--- config.mk ---
export PLATFORM = sky130hd
export DESIGN_NAME = ifla_ctrl
export DESIGN_NICKNAME = d
export VERILOG_FILES = /design/src/rtl/core/ifla_pkg.sv /design/src/rtl/core/ifla_ctrl.sv
export SDC_FILE = /design/constraint.sdc
export NUM_CORES = 1
export LEC_CHECK = 0
export ABC_CLOCK_PERIOD_IN_PS = 2100
export BUFFER_PORTS_ARGS = -buffer_cell sky130_fd_sc_hd__buf_4
export CAP_MARGIN = 25
export CORE_MARGIN = 5
export CORE_UTILIZATION = 40
export DETAILED_ROUTE_END_ITERATION = 10
export PLACE_DENSITY = 0.75
export REMOVE_ABC_BUFFERS = 1
export SLEW_MARGIN = 15
export SYNTH_ARGS = -nofsm -noshare
export SYNTH_HDL_FRONTEND = slang
export SYNTH_SLANG_ARGS = --single-unit
--- constraint.sdc ---
create_clock -name clk -period 2.1 [get_ports clk]
set_input_delay 0.21 -clock clk [delete_from_list [all_inputs] [get_ports clk]]
set_output_delay 0.21 -clock clk [all_outputs]
set_load 0.01 [all_outputs]
--- src/rtl/core/ifla_pkg.sv ---
// ----------------------------------------------------------------------------
// ifla_pkg
// Shared types, codes and sizes of the index free list allocator.
// ----------------------------------------------------------------------------
package ifla_pkg;

  localparam int HEAP_SIZE = 1024;
  localparam int IDX_W     = 10;
  localparam int CNT_W     = 11;
  localparam int TOT_W     = 12;

  localparam logic [CNT_W-1:0] HEAP_CNT = CNT_W'(HEAP_SIZE);

  // request codes
  localparam logic [1:0] ACT_ALLOC_ONE = 2'd0;
  localparam logic [1:0] ACT_ALLOC_RUN = 2'd1;
  localparam logic [1:0] ACT_FREE_ONE  = 2'd2;
  localparam logic [1:0] ACT_FREE_RUN  = 2'd3;

  // result status codes
  localparam logic [1:0] ST_OK       = 2'd0;
  localparam logic [1:0] ST_NOSPACE  = 2'd1;
  localparam logic [1:0] ST_IGNORED  = 2'd2;
  localparam logic [1:0] ST_OVERFLOW = 2'd3;

  typedef struct packed {
    logic [1:0]       action;
    logic [IDX_W-1:0] index;
    logic [CNT_W-1:0] run_length;
    logic             handle_valid;
  } in_item_t;

  typedef struct packed {
    logic [IDX_W-1:0] start_index;
    logic [1:0]       status;
    logic [CNT_W-1:0] allocated_count;
    logic [TOT_W-1:0] free_total;
    logic [CNT_W-1:0] high_watermark;
  } out_item_t;

  // datapath operations issued by the controller
  typedef enum logic [4:0] {
    OP_NONE, OP_LOAD, OP_POP_RD, OP_POP_DONE, OP_BUMP1, OP_NOSPACE, OP_IGNORE,
    OP_PUSH1, OP_PUSH_INIT, OP_PUSH_RUN, OP_OVERFLOW, OP_SORT_INIT, OP_SORT_RDV,
    OP_SORT_LATV, OP_SORT_RDJ, OP_SORT_SHIFT, OP_SORT_PLACE, OP_SCAN_INIT,
    OP_SCAN_RD, OP_SCAN_CHK, OP_MOVE_INIT, OP_MOVE_RD, OP_MOVE_WR, OP_MOVE_END,
    OP_TRYBUMP, OP_EMIT
  } op_t;

  typedef struct packed {
    op_t op;
  } dp_cmd_t;

  // datapath flags seen by the controller
  typedef struct packed {
    logic [1:0] action;
    logic       n_zero;
    logic       hv;
    logic       fc_zero;
    logic       fc_ge_n;
    logic       bump1_ok;
    logic       i_eq_n;
    logic       fc_full;
    logic       i_ge_fc;
    logic       j_zero;
    logic       rd_gt_v;
    logic       len_eq_n;
    logic       p_ge_fc;
    logic       mv_done;
    logic       out_free;
  } dp_stat_t;

endpackage

--- src/rtl/core/ifla_ctrl.sv ---
// ----------------------------------------------------------------------------
// ifla_ctrl
// Sequencer: steps the datapath through pop, push, sort, scan and compaction.
// ----------------------------------------------------------------------------
module ifla_ctrl (
  input  logic              clk,
  input  logic              rst,
  input  logic              in_valid,
  output logic              in_ready,
  input  ifla_pkg::dp_stat_t stat,
  output ifla_pkg::dp_cmd_t  cmd
);

  typedef enum logic [3:0] {
    S_IDLE, S_DISPATCH, S_POP_WAIT, S_PUSH_LOOP, S_SORT_OUTER, S_SORT_GETV,
    S_SORT_INNER, S_SORT_CMP, S_SCAN_RD, S_SCAN_CHK, S_MOVE_RD, S_MOVE_WR,
    S_TRYBUMP, S_FINISH
  } state_t;

  state_t state, state_next;

  assign in_ready = (state == S_IDLE);

  always_comb begin
    state_next = state;
    cmd.op     = ifla_pkg::OP_NONE;
    unique case (state)
      S_IDLE: begin
        if (in_valid) begin
          cmd.op     = ifla_pkg::OP_LOAD;
          state_next = S_DISPATCH;
        end
      end
      S_DISPATCH: begin
        state_next = S_FINISH;
        case (stat.action)
          ifla_pkg::ACT_ALLOC_ONE: begin
            if (!stat.fc_zero) begin
              cmd.op     = ifla_pkg::OP_POP_RD;
              state_next = S_POP_WAIT;
            end else if (stat.bump1_ok) begin
              cmd.op = ifla_pkg::OP_BUMP1;
            end else begin
              cmd.op = ifla_pkg::OP_NOSPACE;
            end
          end
          ifla_pkg::ACT_ALLOC_RUN: begin
            if (stat.n_zero) begin
              cmd.op = ifla_pkg::OP_IGNORE;
            end else if (stat.fc_ge_n) begin
              cmd.op     = ifla_pkg::OP_SORT_INIT;
              state_next = S_SORT_OUTER;
            end else begin
              state_next = S_TRYBUMP;
            end
          end
          ifla_pkg::ACT_FREE_ONE: begin
            cmd.op = stat.hv ? ifla_pkg::OP_PUSH1 : ifla_pkg::OP_IGNORE;
          end
          default: begin
            if (!stat.hv || stat.n_zero) begin
              cmd.op = ifla_pkg::OP_IGNORE;
            end else begin
              cmd.op     = ifla_pkg::OP_PUSH_INIT;
              state_next = S_PUSH_LOOP;
            end
          end
        endcase
      end
      S_POP_WAIT: begin
        cmd.op     = ifla_pkg::OP_POP_DONE;
        state_next = S_FINISH;
      end
      S_PUSH_LOOP: begin
        if (stat.i_eq_n) begin
          state_next = S_FINISH;
        end else if (stat.fc_full) begin
          cmd.op     = ifla_pkg::OP_OVERFLOW;
          state_next = S_FINISH;
        end else begin
          cmd.op = ifla_pkg::OP_PUSH_RUN;
        end
      end
      S_SORT_OUTER: begin
        if (stat.i_ge_fc) begin
          cmd.op     = ifla_pkg::OP_SCAN_INIT;
          state_next = S_SCAN_RD;
        end else begin
          cmd.op     = ifla_pkg::OP_SORT_RDV;
          state_next = S_SORT_GETV;
        end
      end
      S_SORT_GETV: begin
        cmd.op     = ifla_pkg::OP_SORT_LATV;
        state_next = S_SORT_INNER;
      end
      S_SORT_INNER: begin
        if (stat.j_zero) begin
          cmd.op     = ifla_pkg::OP_SORT_PLACE;
          state_next = S_SORT_OUTER;
        end else begin
          cmd.op     = ifla_pkg::OP_SORT_RDJ;
          state_next = S_SORT_CMP;
        end
      end
      S_SORT_CMP: begin
        if (stat.rd_gt_v) begin
          cmd.op     = ifla_pkg::OP_SORT_SHIFT;
          state_next = S_SORT_INNER;
        end else begin
          cmd.op     = ifla_pkg::OP_SORT_PLACE;
          state_next = S_SORT_OUTER;
        end
      end
      S_SCAN_RD: begin
        if (stat.len_eq_n) begin
          cmd.op     = ifla_pkg::OP_MOVE_INIT;
          state_next = S_MOVE_RD;
        end else if (stat.p_ge_fc) begin
          state_next = S_TRYBUMP;
        end else begin
          cmd.op     = ifla_pkg::OP_SCAN_RD;
          state_next = S_SCAN_CHK;
        end
      end
      S_SCAN_CHK: begin
        cmd.op     = ifla_pkg::OP_SCAN_CHK;
        state_next = S_SCAN_RD;
      end
      S_MOVE_RD: begin
        if (stat.mv_done) begin
          cmd.op     = ifla_pkg::OP_MOVE_END;
          state_next = S_FINISH;
        end else begin
          cmd.op     = ifla_pkg::OP_MOVE_RD;
          state_next = S_MOVE_WR;
        end
      end
      S_MOVE_WR: begin
        cmd.op     = ifla_pkg::OP_MOVE_WR;
        state_next = S_MOVE_RD;
      end
      S_TRYBUMP: begin
        cmd.op     = ifla_pkg::OP_TRYBUMP;
        state_next = S_FINISH;
      end
      S_FINISH: begin
        if (stat.out_free) begin
          cmd.op     = ifla_pkg::OP_EMIT;
          state_next = S_IDLE;
        end
      end
      default: state_next = S_IDLE;
    endcase
  end

  always_ff @(posedge clk) begin
    if (rst) begin
      state <= S_IDLE;
    end else begin
      state <= state_next;
    end
  end

`ifndef ASSERT_OFF
  a_accept_dispatch: assert property (@(posedge clk) disable iff (rst)
    (in_valid && in_ready) |=> (state == S_DISPATCH))
    else $error("accepted transaction not dispatched");
  a_emit_idle: assert property (@(posedge clk) disable iff (rst)
    (cmd.op == ifla_pkg::OP_EMIT) |=> (state == S_IDLE))
    else $error("controller did not return to idle after result");
  a_no_stall_in_work: assert property (@(posedge clk) disable iff (rst)
    (state == S_FINISH && !stat.out_free) |=> (state == S_FINISH))
    else $error("result lost while output busy");
`endif

endmodule

==> results.ini <==
[final_layout]
regMostFlops=state
layout_common_cells=32 x buf_4, 12 x o21ai_0, 10 x nand2_1
largest_register_ffs=4
reg_top3=state (4)
antenna_cells=0
final_nets=181
area_growth_pct=28.4
mostFrequentLayoutCell=buf_4
final_layout_size_suffix_gt1_share_pct=29.2
fillerInstances=220

[routing]
firstDrtPassIters=6
drt-initial-drc-count=26
wl_met1_um=1090
routed.top_layer=met4
dr_wl_met2_um=1370
drc=0
wl_per_cell_um=14.8
ant_nets=0
vias=1098
routed_wirelength_um=2700
met3_length_um=204
viasPerCell=6.03

[pwr]
p_leak_nw=0.492
cellPowerDensity_mw_per_mm2=969
ir_drop_mv=0.394

[critical_path]
crit_required_ns=1.89
startpoint=state[3]
cp_top_family=simple AND/OR/NAND/NOR gates
path_max_fanout=12
crit_slowest_cell=or4_1
rr_startpoint=state[3]
path_cells=nand2b_1 > or4_1 > o21a_1 > nand4_1 > buf_4
end_kind=output pin
worst-setup-path-type=reg2out
worst_ep_arrival_time_ns=1.76
worstRegToRegCells=4
cpPeakStageDelay_ns=0.54
start_kind=flop
cp_num_cells=5
crit_buf_inv=1

[timing]
drv_slew=0
setup_viol=0
max_clock_freq_mhz=507
max-slew-margin-rel_pct=71.0
worstMarginPinSlew_ns=0.432
setup_ws_ns=0.127
fin_crit_sh_pct=94.0
min_period_ns=1.97
final_hold_viol_count=0
skew_ns=0.000583
setup_tns_ns=0
rsz0062_at_grt=false

[floorplanning]
num_rows=17
ioPinCount=25
core-area_mm2=0.00217
fp.dieW_um=57.3
start_util_pct=41.3
fp.dieH_um=57.3
die-area_mm2=0.00329

[hold_path]
hold-path-cell-count=2
hp-start=rst
hold_path.class=in2reg

[grt]
grt_max_degree=15
overflow=0
grt_pass1_wl_um=4400
antenna_found_initial=0
grt.total_usage_pct=16.5
grt_pass1_vias=999

[cts]
cts_root_buf=clkbuf_4
cts.sinks=4
cts_tree=built
clock_latency_ns=0.23
clk_path_buf_depth=2
numCtsBuffers=3
clk_pin_slew_worst_paths_ns=0.04
cts_setup_buffers=0
htreeDepth=1
holdBufCountCts=0

[placement]
port-buffer-count=24
dp_slack_ns=0.315
hpwlAfterDp_um=2220
gp_routability_congestion=0.929

[synthesis]
yosysWarningCount=0
synth_edf_count=0
postSynthAreaPerCell_um2=7.00
syn_area_um2=896
ys.flop_type=dfxtp_1
ys_seq_area_share_pct=8.94
ys_top_cells_by_area=dfxtp_1 8.9%, ha_1 8.4%, o21ai_0 6.7%
synth_top_area_share_pct=8.94
yosysUniqueCellTypes=47
synth_cells=128
ys_ff_latch=4
async_reset_ff_share_pct=0
yosys.area.top_type=dfxtp_1

[job]
maxCapViolations=0

[status]
status=complete, no violations

==> logic make-up (layout without fill, tap and decap cells) <==
group                    after synthesis  in the layout  share of synthesized area (%)
multiplexers                           1              1                           1.26
AND/OR/NAND/NOR                       56             56                           37.4
flip-flops                             4              4                           8.94
buffers and inverters                 16             42                           8.66
adder cells (fa/ha/maj)                6              6                           8.38
AO/OA/AOI/OAI                         45             45                           35.3
==> area by class of cell <==
class | count | area, µm² | area share [%]
Multi-Input combinational cell | 108 | 743 | 64.6
Timing Repair Buffer | 32 | 240 | 20.9
Sequential cell | 4 | 82.6 | 7.18
Inverter | 7 | 26.3 | 2.29
Tap cell | 28 | 35.0 | 3.05
Clock buffer | 3 | 22.5 | 1.96
==> what timing repair did <==
| item | in CTS | in global routing |
|---|---|---|
| resized for setup | 0 | 3 |
| endpoints found under the setup margin | 0 | 4 |
| hold endpoints to repair | 0 | 0 |
==> layer usage <==
layer,track usage (%),vias up
met5,0,-
met4,3.64,0
met3,3.17,4
met2,30.3,50
met1,19.6,508
li1,-,536
==> power breakdown <==
group	total, W	leakage (nW)	internal (W)	switching, W
logic	0.000827	0.445	0.000417	0.000410
registers	0.000195	0.0335	0.000108	0.0000868
clock network	0.0000915	0.0138	0.0000637	0.0000278
==> synth_stat cells (2+ instances only) <==
library cell and instances:
nor2b_1 6, o21ai_0 12, a2bb2oi_1 3, nand2_1 10
dfxtp_1 4, nand2b_1 6, nand4_1 2, clkbuf_1 4
nand3b_1 3, ha_1 6, nor3_1 4, inv_1 7
nand3_1 4, a211o_1 3, a21oi_1 6, a31oi_1 2
o221ai_1 2, buf_4 2, nor2_1 8, a21o_1 2
buf_2 2, o211ai_1 3, nor4_1 3
==> worst paths after layout <==
check	slack, ns	end
max	0.13	cmd[0]
min	0.17	state[0]
max reg2reg	0.45	state[3]
min reg2reg	0.69	state[3]
==> stage by stage <==
step / total power (W) / area, µm² / std cells / utilization, % / hold WS, ns
CTS: 0.00110 / 1140 / 182 / 52.7 / 0.174
global route: 0.00121 / 1150 / 182 / 53.0 / 0.172
finish: 0.00111 / 1150 / 182 / 53.0 / 0.174
global placement: 0.000994 / 1120 / 179 / 51.6 / 0.417
floorplan: 0.000662 / 845 / 119 / - / 0.279
detailed placement: 0.00101 / 1120 / 179 / 51.6 / 0.417
(Power assumes the default switching activity.)
